--- src/sv/dsp_pkg.sv ---
// ----------------------------------------------------------------------------
// dsp_pkg
// shared constants and controller/datapath interface types for the
// shortest path unit
// ----------------------------------------------------------------------------
package dsp_pkg;

  localparam int ID_BITS          = 6;
  localparam int WEIGHT_IN_BITS   = 16;
  localparam int DIST_OUT_BITS    = 22;
  localparam int DIST_OUT_MAX     = 4194303;
  localparam int DEF_NUM_VERTICES = 64;
  localparam int DEF_WEIGHT_BITS  = 16;

  localparam logic OP_EDGE  = 1'b0;
  localparam logic OP_QUERY = 1'b1;

  // commands from controller to datapath
  typedef struct packed {
    logic clr_step;
    logic edge_wr;
    logic q_load;
    logic init;
    logic scan_step;
    logic settle;
    logic relax_step;
    logic scan_start;
    logic fin;
    logic trace_step;
    logic trace_end;
    logic trace_load;
    logic emit_ld;
    logic nopath_ld;
  } dsp_cmd_t;

  // status from datapath to controller
  typedef struct packed {
    logic clr_last;
    logic q_bad;
    logic cnt_last;
    logic any;
    logic sel_is_end;
    logic end_reached;
    logic trace_stop;
    logic emit_last;
    logic out_free;
  } dsp_sts_t;

endpackage

--- src/sv/dsp_ctrl.sv ---
// ----------------------------------------------------------------------------
// dsp_ctrl
// sequencer for clearing, edge loading, search rounds, path trace and emit
// ----------------------------------------------------------------------------
module dsp_ctrl (
  input  logic              clk,
  input  logic              rst_n,
  input  logic              in_valid,
  input  logic              in_op,
  output logic              in_ready,
  input  dsp_pkg::dsp_sts_t sts,
  output dsp_pkg::dsp_cmd_t cmd
);
  import dsp_pkg::*;

  typedef enum logic [12:0] {
    S_CLEAR     = 13'b0000000000001,
    S_IDLE      = 13'b0000000000010,
    S_INIT      = 13'b0000000000100,
    S_SCAN      = 13'b0000000001000,
    S_SCAN_END  = 13'b0000000010000,
    S_DECIDE    = 13'b0000000100000,
    S_RELAX     = 13'b0000001000000,
    S_RELAX_END = 13'b0000010000000,
    S_TRACE_RD  = 13'b0000100000000,
    S_TRACE_WR  = 13'b0001000000000,
    S_EMIT_RD   = 13'b0010000000000,
    S_EMIT_LD   = 13'b0100000000000,
    S_NOPATH    = 13'b1000000000000
  } dsp_state_t;

  dsp_state_t state_r, state_nxt;
  logic       acc;

  assign in_ready = (state_r == S_IDLE);
  assign acc      = in_valid && in_ready;

  always_comb begin
    state_nxt = state_r;
    cmd       = '0;
    unique case (state_r)
      S_CLEAR: begin
        cmd.clr_step = 1'b1;
        if (sts.clr_last) state_nxt = S_IDLE;
      end
      S_IDLE: begin
        if (acc) begin
          if (in_op == OP_EDGE) begin
            cmd.edge_wr = 1'b1;
          end else begin
            cmd.q_load = 1'b1;
            state_nxt  = sts.q_bad ? S_NOPATH : S_INIT;
          end
        end
      end
      S_INIT: begin
        cmd.init  = 1'b1;
        state_nxt = S_SCAN;
      end
      S_SCAN: begin
        cmd.scan_step = 1'b1;
        if (sts.cnt_last) state_nxt = S_SCAN_END;
      end
      S_SCAN_END: state_nxt = S_DECIDE;
      S_DECIDE: begin
        if (!sts.any || sts.sel_is_end) begin
          cmd.fin   = 1'b1;
          state_nxt = sts.end_reached ? S_TRACE_RD : S_NOPATH;
        end else begin
          cmd.settle = 1'b1;
          state_nxt  = S_RELAX;
        end
      end
      S_RELAX: begin
        cmd.relax_step = 1'b1;
        if (sts.cnt_last) state_nxt = S_RELAX_END;
      end
      S_RELAX_END: begin
        cmd.scan_start = 1'b1;
        state_nxt      = S_SCAN;
      end
      S_TRACE_RD: begin
        if (sts.trace_stop) begin
          cmd.trace_end = 1'b1;
          state_nxt     = S_EMIT_RD;
        end else begin
          cmd.trace_step = 1'b1;
          state_nxt      = S_TRACE_WR;
        end
      end
      S_TRACE_WR: begin
        cmd.trace_load = 1'b1;
        state_nxt      = S_TRACE_RD;
      end
      S_EMIT_RD: state_nxt = S_EMIT_LD;
      S_EMIT_LD: begin
        if (sts.out_free) begin
          cmd.emit_ld = 1'b1;
          state_nxt   = sts.emit_last ? S_IDLE : S_EMIT_RD;
        end
      end
      S_NOPATH: begin
        if (sts.out_free) begin
          cmd.nopath_ld = 1'b1;
          state_nxt     = S_IDLE;
        end
      end
      default: state_nxt = S_CLEAR;
    endcase
  end

  always_ff @(posedge clk) begin
    if (!rst_n) begin
      state_r <= S_CLEAR;
    end else begin
      state_r <= state_nxt;
    end
  end

endmodule

--- config.mk ---
export PLATFORM = sky130hd
export DESIGN_NAME = dsp_ctrl
export DESIGN_NICKNAME = d
export VERILOG_FILES = /design/src/sv/dsp_pkg.sv /design/src/sv/dsp_ctrl.sv
export SDC_FILE = /design/constraint.sdc
export NUM_CORES = 1
export LEC_CHECK = 0
export BUFFER_PORTS_ARGS = -buffer_cell sky130_fd_sc_hd__buf_2
export CAP_MARGIN = 40
export CORE_MARGIN = 2
export CORE_UTILIZATION = 55
export CTS_BUF_LIST = sky130_fd_sc_hd__clkbuf_8
export DETAILED_ROUTE_END_ITERATION = 8
export PLACE_DENSITY = 0.82
export SLEW_MARGIN = 10
export SYNTH_ARGS = -nofsm -noshare
export SYNTH_HDL_FRONTEND = slang
export SYNTH_SLANG_ARGS = --single-unit
--- constraint.sdc ---
create_clock -name clk -period 2.1 [get_ports clk]
set_input_delay 0.525 -clock clk [delete_from_list [all_inputs] [get_ports clk]]
set_output_delay 0.525 -clock clk [all_outputs]
set_load 0.005 [all_outputs]
### After elaboration in Yosys (flattened, before gate mapping)

Cells that the tools add are included.

| cells by class | value |
|---|---|
| reductions and logical operators | 5 |
| eq/ne operators | 20 |
| muxes and demuxes | 33 |

Operators by type and width:

| cell | number |
|---|---|
| $pmux 13 s12 | 1 |
| $mux 13 | 10 |
| $mux 11 | 2 |
| $mux 1 | 17 |
| $eq 13x1->1 const B | 1 |
| $eq 13x10->1 const B | 1 |
| $eq 13x11->1 const B | 1 |
| $eq 13x12->1 const B | 1 |
| $eq 13x13->1 const B | 1 |
| $eq 13x2->1 const B | 1 |
| $eq 13x3->1 const B | 1 |
| $eq 13x4->1 const B | 1 |
| $eq 13x5->1 const B | 1 |
| $eq 13x6->1 const B | 1 |
| $eq 13x7->1 const B | 1 |
| $eq 13x8->1 const B | 1 |
| $eq 13x9->1 const B | 1 |
| $ne 2x2->1 const B | 6 |
| $reduce_and 7->1 | 1 |
| $mux 2 | 3 |
| $ne 2x1->1 const B | 1 |
| $reduce_or 2->1 | 1 |
| $logic_and 1x1->1 | 1 |
| $logic_not 1->1 | 1 |
| $logic_or 1x1->1 | 1 |

| word-level totals | value |
|---|---|
| flip-flop bits (word level) | 13 |
| logic and storage cells | 59 |
| output and inout port bits | 15 |
| input port bits | 13 |

### Longest topological paths before layout

Gate-level depths: netlist of run 1.

| depth | value |
|---|---|
| word-level depth | 4 |
| depth in mapped cells | 6 |
| gate-level depth less buffers | 5 |

### Worst setup path before layout of run 1

No wires, ideal clock.

| timing | value |
|---|---|
| kind | register -> output |
| from | reg state_r[4] |
| to | out cmd[13] (netlist name) |
| data arrival time | 1.507 ns |
| path buffers | 0 |
| data required time | 1.575 ns |
| slack | 0.068 ns |
| stages on the path, launching flop included | 5 |
| cells stage by stage | dfxtp_1 -> nor4_4 -> nand3_4 -> or3_4 -> nor3b_2 |

RTL lines:

| item | RTL line | source |
|---|---|---|
| from (decl) | dsp_ctrl.sv:32 | `dsp_state_t state_r, state_nxt;` |
| from (signal assigned) | dsp_ctrl.sv:116 | `state_r <= state_nxt;` |
| to (decl) | dsp_ctrl.sv:12 | `output dsp_pkg::dsp_cmd_t cmd` |

==> results.md, run 1 <==
- Starting DRT DRC Count: 116
- Worst setup slack for register-to-register paths: 0 ps
- Multi-input logic area: 938.4 um^2
- CTS hold repair buffers: 0
- Unique cell type count in the Yosys netlist: 44
- HP Start: sts[2]
- Residual antenna-violating net count after detailed routing: 0
- Worst-path cell with the longest stage delay: sky130_fd_sc_hd__nor4_4
- Part of the Yosys area used for sequential elements: 23.06%
- Clock root buffer: sky130_fd_sc_hd__clkbuf_8
- Synthesized netlist net count: 145
- Yosys warnings: 0
- Most used cells in the layout excluding fill and tap cells: sky130_fd_sc_hd__buf_4, sky130_fd_sc_hd__buf_2, sky130_fd_sc_hd__o21ai_0, sky130_fd_sc_hd__dfxtp_1, sky130_fd_sc_hd__nor2_1
- Fmax: 431.0 MHz
- Layout area overhead: 55.32%
- Type of the worst min-delay path: in -> reg
- Crit path launch type: register
- Global-route wire length before repair: 6748 um
- Register bit count reported by yosys: 13
- CP Data Required Time: 1570 ps
- Vias: 1528
- Routed via count divided by cell count: 6.914
- Clock buffer count from CTS: 3
- Capturing element type of the critical path: output pin
- Setup-violating endpoint count in the final report: 15
- Drt pass-1 iters: 5
- Worst Setup Slack, final: -220.3 ps
- Time the final worst path needs with I/O delays and setup: 2320 ps
- Max stage delay on crit path: 390 ps
- Avg Synthesized Cell Area: 8.550 um^2
- GRT Util Overall: 36.25%
- Instance count of the mapped netlist: 132
- Total Routed Length: 5078 um
- Post-DR wirelength/cell: 22.98 um
- Reg2Reg Capture Point: state_r[1]
- Largest net degree at the start of global routing: 13
- Leading cell type in the layout, fill and taps excluded: sky130_fd_sc_hd__buf_4
- Std-Cell Rows: 16
- Violated checks: negative setup slack
- Placed cells: 199
- Maximum clock path buffer count: 2
- Final clock period utilization by the worst path: 110.5%
- Worst-Margin Slew: 493.0 ps
- Total global routing overflow: 0
- Die X: 49.30 um
- Critical-path cell list: nor4_4 -> nand3_4 -> or3_4 -> nor3b_2 -> buf_2
- Depth of the most critical reg-to-reg path: 10
- Number of max-slew violations in the final report: 0
- Unrepaired setup endpoints after global routing: yes
- Post-route core utilization: 90.27%
- Finished Layout Cells: 221
- Number of antenna violations at the first check in global routing: 0
- Final-report hold violation count: 0
- Worst-case headroom to the max-slew limit: 67.07%
- DRC Markers: 0
- Result of the run: complete, but fails checks
- Peak supply drop: 0.5326 mV
- Register with the highest flop count: state_r
- Starting Density: 58.12%
- Routability-driven placement congestion ratio: 0.8878
- Worst-case setup slack after placement: 14.22 ps
- Post-detail-place hpwl: 2535 um
- Final hold slack: 511.1 ps
- Hold path depth: 2
- Worst Setup Path Type: reg -> out
- Number of flip-flops in the largest register: 13
- Largest registers: state_r: 13 flops
- Pleak: 0.7960 nW
- Placeable Area: 1942 um^2
- Clock latency on the worst-skew pair: 250 ps
- Post-CTS clock slew at the launch and capture registers of the worst setup and hold paths: 70 ps
- Via count of the first global-routing pass: 1372
- Bufs and invs on worst path: 1
- Diode count: 0
- Post-layout nets: 208
- Full die area: 2430 um^2
- Area of the mapped netlist: 1129 um^2
- Critical Path Fanout Max: 2
- Top-Level Pins: 28
- Die outline height: 49.30 um
- Share of post-route cells with drive strength above 1: 56.70%
- Largest clock skew in the final design: 10.56 ps
- Power per cell area: 712.4 nW/um^2
- I/O Buffers: 27
- Kind of cell adding the most delay to the critical path: simple AND/OR/NAND/NOR gates
- R2R Path Start: state_r[12]
- CTS tree: done
- Maximum level of the CTS H-tree: 1
- Fill cell total of the finished layout: 85
- Num Clock Sinks: 13
- Endpoint of the worst hold path: state_r[9]
- Arrival time at the worst endpoint: 1800 ps
- Number of maximum-capacitance constraint violations: 0
- Sequential standard cell area: 267.8 um^2
## per-layer routing
layer  share of wire [%]  GRT usage [%]  wire (um)  up-vias
li1                    -              -          -      624
met1                  36          40.87       1803      692
met2                  46          64.64       2314      163
met3                  11          5.521        562       49
met4                 7.8          19.52        397        0
met5                   0              0          0        -
## Yosys cell counts, drive strengths merged
master,n,area (um^2)
nand3,5,42.54
a21o,1,7.510
o21a,1,7.510
nor2b,1,6.260
xnor2,2,17.52
or3,3,25.03
o211ai,1,7.510
nor2,10,37.54
nor4b,3,26.28
buf,8,52.55
nand3b,1,7.510
xor2,4,35.03
a311oi,1,15.01
nand2,8,30.03
nor3b,4,40.03
a31oi,1,6.260
nor3,10,61.31
or4,1,7.510
clkbuf,1,5.000
dfxtp,13,260.3
nand2b,4,25.02
o41ai,2,55.05
a2111o,1,11.26
a21oi,7,35.03
and4,1,10.01
a2111oi,1,27.53
nand4b,3,26.28
and2,2,12.51
inv,4,15.01
nor4,10,105.1
and3,3,18.77
o21ai,10,50.04
nand4,3,18.77
and4b,2,20.02
## power by group
part	internal (mW)	switching, mW
Sequential	0.265	0.0247
Clock	0.130	0.106
Combinational	0.317	0.406
Total	0.711	0.537
## timing repair
item | in CTS | in global routing
setup buffers | 10 | 10
gates resized for setup | 14 | 23
pin swaps | 14 | 13
hold endpoints to repair | 0 | 0
setup endpoints to repair | 14 | 25
## final cells by class
| type | instances | area share (%) |
|---|---|---|
| inverters | 4 | 0.8565 |
| well taps | 27 | 1.927 |
| clock inverters | 1 | 0.2141 |
| clock buffers | 3 | 2.355 |
| repair buffers | 67 | 25.84 |
| flip-flops and latches | 13 | 15.27 |
| multi-input cells | 106 | 53.53 |
## stage by stage
step,area (um^2),total power [mW],setup TNS [ps]
2_1_floorplan,1129,0.6529,0
3_3_place_gp,1405,0.7977,0
3_5_place_dp,1405,0.8115,0
4_1_cts,1585,1.103,-812.5
5_1_grt,1753,1.290,-2368
6_report,1753,1.249,-1594
## worst max path at each step
stage | from | end | slack (ps) | depth (start not counted)
floorplan | state_r[4] | cmd[13] | 70 | 4
global placement | state_r[4] | cmd[3] | 30 | 5
detailed placement | state_r[4] | cmd[3] | 10 | 5
CTS | state_r[7] | cmd[9] | -180 | 5
global route | state_r[4] | cmd[9] | -280 | 5
finish | state_r[4] | cmd[9] | -220 | 5
## cells by family (layout without fill, tap and decap cells)
group	after synthesis	after routing	synth area share [%]
AO/OA/AOI/OAI	26	26	19.73
flip-flops	13	13	23.06
buffers and inverters	13	75	6.429
XOR/XNOR	6	6	4.656
AND/OR/NAND/NOR	74	74	46.12
Note: power is estimated with default switching activity, not from simulation.
==> run 2: changes to the inputs <==
- RECOVER_POWER: unset -> 50
- SETUP_SLACK_MARGIN: unset -> 0.02
==> run 2 against run 1 <==
Clock power increased by 2%. Flip-flop and latch count stayed put. The run still ends with negative setup slack left. Hold slack worse by 21 ps. Combinational power fell by 5.0%. Critical endpoint unchanged. Total power down 2.5%.
==> results.md, run 2 (synthesized netlist as in run 1, its figures left out) <==
- Result of the run: complete, but fails checks
- Violated checks: negative setup slack
- Residual antenna-violating net count after detailed routing: 0 (unchanged)
- Combinational share of power: 56.6% (-1.4 points)
- Unrepaired setup endpoints after global routing: yes
- Clock root buffer: sky130_fd_sc_hd__clkbuf_8
- Capturing element type of the critical path: output pin
- Max stage delay on crit path: 360 ps (-30 ps)
- Critical-path cell list: nor4_4 -> nand3_4 -> or3_4 -> nor3b_2 -> buf_2
- Clock buffer count from CTS: 3 (unchanged)
- Crit path launch type: register
- Sw Share: 43.30% (+0.27 points)
- Clock latency on the worst-skew pair: 250 ps (about the same)
- Num Clock Sinks: 13 (unchanged)
- Starting DRT DRC Count: 79 (-32%)
- Worst Setup Slack, final: -195.1 ps (+25.18 ps)
- Via count of the first global-routing pass: 1395 (+1.7%)
- Largest net degree at the start of global routing: 13 (unchanged)
- Number of max-slew violations in the final report: 0 (unchanged)
- Post-detailed-placement cell area: 1405 um^2 (unchanged)
- Final-report hold violation count: 0 (unchanged)
- Part of the power in the clock network: 19.7% (+0.8 points)
- Final clock period utilization by the worst path: 109.3% (-1.2 points)
- Die outline height: 49.30 um (unchanged)
- Post-detail-place hpwl: 2535 um (unchanged)
- Std-Cell Rows: 16 (unchanged)
- Most utilized layer in the global route result: met2
- Total Routed Length: 4472 um (-12%)
- Fill cell total of the finished layout: 90 (+5.9%)
- Hold path depth: 2 (unchanged)
- Layout area overhead: 52.11%
- Arrival time at the worst endpoint: 1770 ps (-30 ps)
- Maximum clock path buffer count: 2 (unchanged)
- Die X: 49.30 um (unchanged)
- Worst-case headroom to the max-slew limit: 65.98% (-1.1 points)
- Fmax: 435.7 MHz (+1.1%)
- Global-route wire length before repair: 6313 um (-6.4%)
- Diode count: 0 (unchanged)
- Final hold slack: 489.7 ps (-21.41 ps)
- Power per cell area: 708.9 nW/um^2 (-0.48%)
- Share of post-route cells with drive strength above 1: 55.03% (-1.7 points)
- Number of maximum-capacitance constraint violations: 0 (unchanged)
- Routability-driven placement congestion ratio: 0.8878 (unchanged)
- Most used cells in the layout excluding fill and tap cells: sky130_fd_sc_hd__buf_4, sky130_fd_sc_hd__buf_2, sky130_fd_sc_hd__nor2_1, sky130_fd_sc_hd__o21ai_0
- Met1 routing resource usage after global routing: 36.60% (-4.3 points)
- Register with the highest flop count: state_r
- Full die area: 2430 um^2 (unchanged)
- Largest clock skew in the final design: 2.165 ps (-8.393 ps)
- Drt pass-1 iters: 4 (-1)
- Final design instance area without fill: 1717 um^2 (-2.1%)
- CP Data Required Time: 1570 ps (about the same)
- Critical Path Fanout Max: 2 (unchanged)
- GRT Util Overall: 34.73% (-1.5 points)
- Vias: 1446 (-5.4%)
- Number of flip-flops in the largest register: 13 (unchanged)
- Time the final worst path needs with I/O delays and setup: 2295 ps (-25.17 ps)
- Type of the worst min-delay path: in -> reg
- Post-CTS clock slew at the launch and capture registers of the worst setup and hold paths: 60 ps (about the same)
- Top-Level Pins: 28 (unchanged)
- Portion of total power attributed to sequential cells: 23.7% (+0.5 points)
- DRC Markers: 0 (unchanged)
- Peak supply drop: 0.5728 mV (+7.6%)
- Worst Setup Path Type: reg -> out
- Maximum level of the CTS H-tree: 1 (unchanged)
- Setup-violating endpoint count in the final report: 9 (-6)
- Depth of the most critical reg-to-reg path: 5 (-5)
- Met2 Use GR: 58.33% (-6.3 points)
- Largest registers: state_r: 13 flops
- Placeable Area: 1942 um^2 (unchanged)
- Worst-Margin Slew: 508.6 ps (+15.61 ps)
- CTS tree: done
- Starting Density: 58.12% (unchanged)
- Switching Power: 0.5270 mW (-1.9%)
- Routed via count divided by cell count: 6.694 (-3.2%)
- Worst-path cell with the longest stage delay: sky130_fd_sc_hd__nor4_4
- I/O Buffers: 27 (unchanged)
- Total global routing overflow: 0 (unchanged)
- Number of antenna violations at the first check in global routing: 0 (unchanged)
- Leading cell type in the layout, fill and taps excluded: sky130_fd_sc_hd__buf_4
- Internal power component: 0.6900 mW (-3.0%)
- Post-DR wirelength/cell: 20.70 um (-9.9%)
- GR Layer Usage met3: 5.521% (unchanged)
- Post-layout nets: 203 (-2.4%)
- Pleak: 0.7775 nW (-2.3%)
## run 2: cell types whose count changed in the layout (fill, tap and decap cells not counted), sizes merged
cell	delta
buf	-6
o41ai	+1
## run 2: stage by stage
step / cells / setup slack [ps] / setup TNS, ps / power [mW] / util (%)
after floorplan: 132 / 67.58 / 0 / 0.6529 / -
after global placement: 199 / 32.84 / 0 / 0.7977 / 72.36
after detailed placement: 199 / 14.22 / 0 / 0.8115 / 72.36
after CTS: 213 / -179.0 / -821.6 / 1.110 / 82.22
after global routing: 216 / -247.7 / -1631 / 1.267 / 88.40
final: 216 / -195.1 / -919.3 / 1.217 / 88.40
## run 2: path summary, 6_finish.rpt
path	slack, ps	start	endpoint
setup / recovery	-200	state_r[4]	cmd[9]
hold / removal	490	sts[2]	state_r[9]
setup reg to reg	30	state_r[12]	state_r[1]
hold reg to reg	600	state_r[11]	state_r[11]
## run 2: repair_timing
action,4_1_cts,5_1_grt
hold buffers,0,0
setup endpoints to repair,14,26
pin swaps,14,11
gates resized for setup,16,22
hold endpoints to repair,0,0
buffers inserted,10,3
gates cloned,0,1
## run 2: power groups by stage
| stage | clock, mW | combinational [mW] | sequential [mW] |
|---|---|---|---|
| after floorplan | 0 | 0.364 | 0.289 |
| after global routing | 0.248 | 0.729 | 0.290 |
| final | 0.240 | 0.688 | 0.288 |
| after detailed placement | 0 | 0.521 | 0.291 |
| after global placement | 0 | 0.507 | 0.290 |
| after CTS | 0.225 | 0.600 | 0.285 |
## run 2: routing by layer
layer	up-vias	routed length [um]
li1	619	-
met1	678	1626
met4	0	392
met5	-	0
met2	107	2128
met3	42	324
## run 2: worst max-delay path: cells and delay by family (launching register included)
| kind | cells | cell delay, ps |
|---|---|---|
| buffers and inverters | 1 | 140 |
| flip-flops | 1 | 340 |
| AND/OR/NAND/NOR | 4 | 1040 |
## run 2: final cells by class
class,count,area [um^2],share of cell area [%]
clock buffer,3,41.29,2.405
clock inverter,1,3.754,0.2187
timing repair buffer,61,407.9,23.76
tap,27,33.78,1.968
multi-input combinational,107,944.7,55.03
inverter,4,15.01,0.8746
sequential,13,270.3,15.74
==> run 3: changes to the inputs <==
- CORE_UTILIZATION: 55 -> 52
- CTS_BUF_LIST: sky130_fd_sc_hd__clkbuf_8 -> unset
- PLACE_DENSITY: 0.82 -> 0.83
==> run 3 against run 2 <==
The flow still finishes with violations (negative setup slack). Fmax fell by 3.0%. Sequential share of layout area barely moved. Wire length fell by 12%. Hold slack got worse by 31 ps. Critical path depth did not move. First-iteration DRC count fell by 32%. Combinational power rose by 8.4%. Register-to-register slack got worse by 20 ps. Largest power group unchanged. Highest routed layer unchanged.
==> results.md, run 3 (synthesized netlist as in run 1, its figures left out) <==
- Worst-case setup slack after placement: 41.33 ps (+27.11 ps)
- Layout area overhead: 50.67%
- Met2 Use GR: 55.26% (-3.1 points)
- Total Routed Length: 3930 um (-12%)
- Worst Setup Slack, final: -265.0 ps (-69.93 ps)
- Drt pass-1 iters: 4 (unchanged)
- Final-report hold violation count: 0 (unchanged)
- Fmax: 422.8 MHz (-3.0%)
- Global-route wire length before repair: 6044 um (-4.3%)
- Residual antenna-violating net count after detailed routing: 0 (unchanged)
- Fill cell total of the finished layout: 115 (+28%)
- Largest clock skew in the final design: 2.603 ps (+0.4372 ps)
- Clock latency on the worst-skew pair: 280 ps (+30 ps)
- Pleak: 0.7752 nW (-0.30%)
- Full die area: 2559 um^2 (+5.3%)
- Std-Cell Rows: 16 (unchanged)
- Number of antenna violations at the first check in global routing: 0 (unchanged)
- Die X: 50.59 um (+2.6%)
- Post-route core utilization: 84.94% (-3.5 points)
- Sequential standard cell area: 267.8 um^2 (-0.93%)
- Post-DR wirelength/cell: 18.03 um (-13%)
- Num Clock Sinks: 13 (unchanged)
- Starting DRT DRC Count: 54 (-32%)
- Starting Density: 56.37% (-1.7 points)
- Result of the run: complete, but fails checks
- Unrepaired setup endpoints after global routing: yes
- Setup-violating endpoint count in the final report: 15 (+6)
- Clock buffer count from CTS: 3 (unchanged)
- Worst-case headroom to the max-slew limit: 67.57% (+1.6 points)
- Maximum clock path buffer count: 2 (unchanged)
- Post-CTS clock slew at the launch and capture registers of the worst setup and hold paths: 80 ps (+20 ps)
- Setup TNS: -1758 ps (-839.0 ps)
- Routability-driven placement congestion ratio: 0.9017 (+1.6%)
- Post-detail-place hpwl: 2423 um (-4.4%)
- Placeable Area: 2002 um^2 (+3.1%)
- Diode count: 0 (unchanged)
- Die outline height: 50.59 um (+2.6%)
- GR Layer Usage met3: 4.762% (-0.76 points)
- Time the final worst path needs with I/O delays and setup: 2365 ps (+69.93 ps)
- Critical Path Fanout Max: 2 (unchanged)
- Violated checks: negative setup slack
- Largest net degree at the start of global routing: 13 (unchanged)
- Leading cell type in the layout, fill and taps excluded: sky130_fd_sc_hd__buf_4
- Total global routing overflow: 0 (unchanged)
- Arrival time at the worst endpoint: 1840 ps (+70 ps)
- Final clock period utilization by the worst path: 112.6% (+3.3 points)
- Post-layout nets: 205 (+0.99%)
- Number of flip-flops in the largest register: 13 (unchanged)
- Number of maximum-capacitance constraint violations: 0 (unchanged)
- Number of max-slew violations in the final report: 0 (unchanged)
- Final design instance area without fill: 1700 um^2 (-0.95%)
- Post-detailed-placement cell area: 1398 um^2 (-0.53%)
- I/O Buffers: 27 (unchanged)
- Capturing element type of the critical path: output pin
- CTS tree: done
- Most utilized layer in the global route result: met2
- Clock root buffer: sky130_fd_sc_hd__clkbuf_4
- Share of post-route cells with drive strength above 1: 55.50% (+0.47 points)
- CP Data Required Time: 1570 ps (about the same)
- DRC Markers: 0 (unchanged)
- Via count of the first global-routing pass: 1259 (-9.7%)
- Routed via count divided by cell count: 6.312 (-5.7%)
- Register with the highest flop count: state_r
- CTS hold repair buffers: 0 (unchanged)
- Most used cells in the layout excluding fill and tap cells: sky130_fd_sc_hd__buf_4, sky130_fd_sc_hd__buf_2, sky130_fd_sc_hd__nor2_1, sky130_fd_sc_hd__o21ai_0
- Top-Level Pins: 28 (unchanged)
- Worst-Margin Slew: 482.0 ps (-26.65 ps)
- Placed cells: 198 (-0.50%)
- Met1 routing resource usage after global routing: 38.67% (+2.1 points)
- Power per cell area: 700.7 nW/um^2 (-1.2%)
- Type of the worst min-delay path: in -> reg
- GRT Util Overall: 31.89% (-2.8 points)
- Largest registers: state_r: 13 flops
- Vias: 1376 (-4.8%)
- Multi-input logic area: 925.9 um^2 (-2.0%)
- Finished Layout Cells: 218 (+0.93%)
- Worst Setup Path Type: reg -> out
- Maximum level of the CTS H-tree: 1 (unchanged)
- Crit path launch type: register
- Peak supply drop: 0.5010 mV (-13%)
-- run 3: worst max-delay path, stage by stage, from the launching register on --
cell	delay [ps]
sky130_fd_sc_hd__dfxtp_2	350
sky130_fd_sc_hd__nor4_4	350
sky130_fd_sc_hd__nand3_4	110
sky130_fd_sc_hd__or3_4	380
sky130_fd_sc_hd__nor3b_4	210
sky130_fd_sc_hd__buf_2	160
-- run 3: path summary, 6_finish.rpt --
check	startpoint	to	slack (ps)	depth (start not counted)
hold / removal	sts[2]	state_r[9]	460	2
hold reg to reg	state_r[6]	state_r[6]	670	3
setup reg to reg	state_r[0]	state_r[1]	10	9
setup / recovery	state_r[6]	cmd[13]	-270	5
-- run 3: power by group --
group	internal [mW]	switching, mW	total, mW	leakage (nW)
registers	0.269	0.0138	0.283	0.107
logic	0.342	0.404	0.746	0.653
clock network	0.0739	0.0888	0.163	0.0150
-- run 3: per-layer routing --
layer / part of all wire (%) / vias to the layer above
met5: 0 / -
met1: 37 / 647
met3: 8.4 / 26
li1: - / 618
met4: 5.4 / 0
met2: 49 / 85
-- run 3: what timing repair did --
| action | in CTS | in global routing |
|---|---|---|
| gates resized for setup | 29 | 8 |
| gates cloned | 0 | 0 |
| setup buffers | 11 | 5 |
| pin swaps | 17 | 10 |
| setup endpoints to repair | 15 | 25 |
-- run 3: per-stage QoR --
step / hold WS (ps) / power, mW
3_3_place_gp: 676.3 / 0.8019
2_1_floorplan: 552.7 / 0.6529
6_report: 458.3 / 1.192
5_1_grt: 465.3 / 1.253
4_1_cts: 447.4 / 1.114
3_5_place_dp: 681.6 / 0.8258
-- run 3: cell type report --
type                       count  area share [%]
clock buffer                   4           1.545
inverter                       4          0.8830
multi-input combinational    106           54.45
sequential                    13           15.75
tap                           27           1.987
timing repair buffer          64           25.39
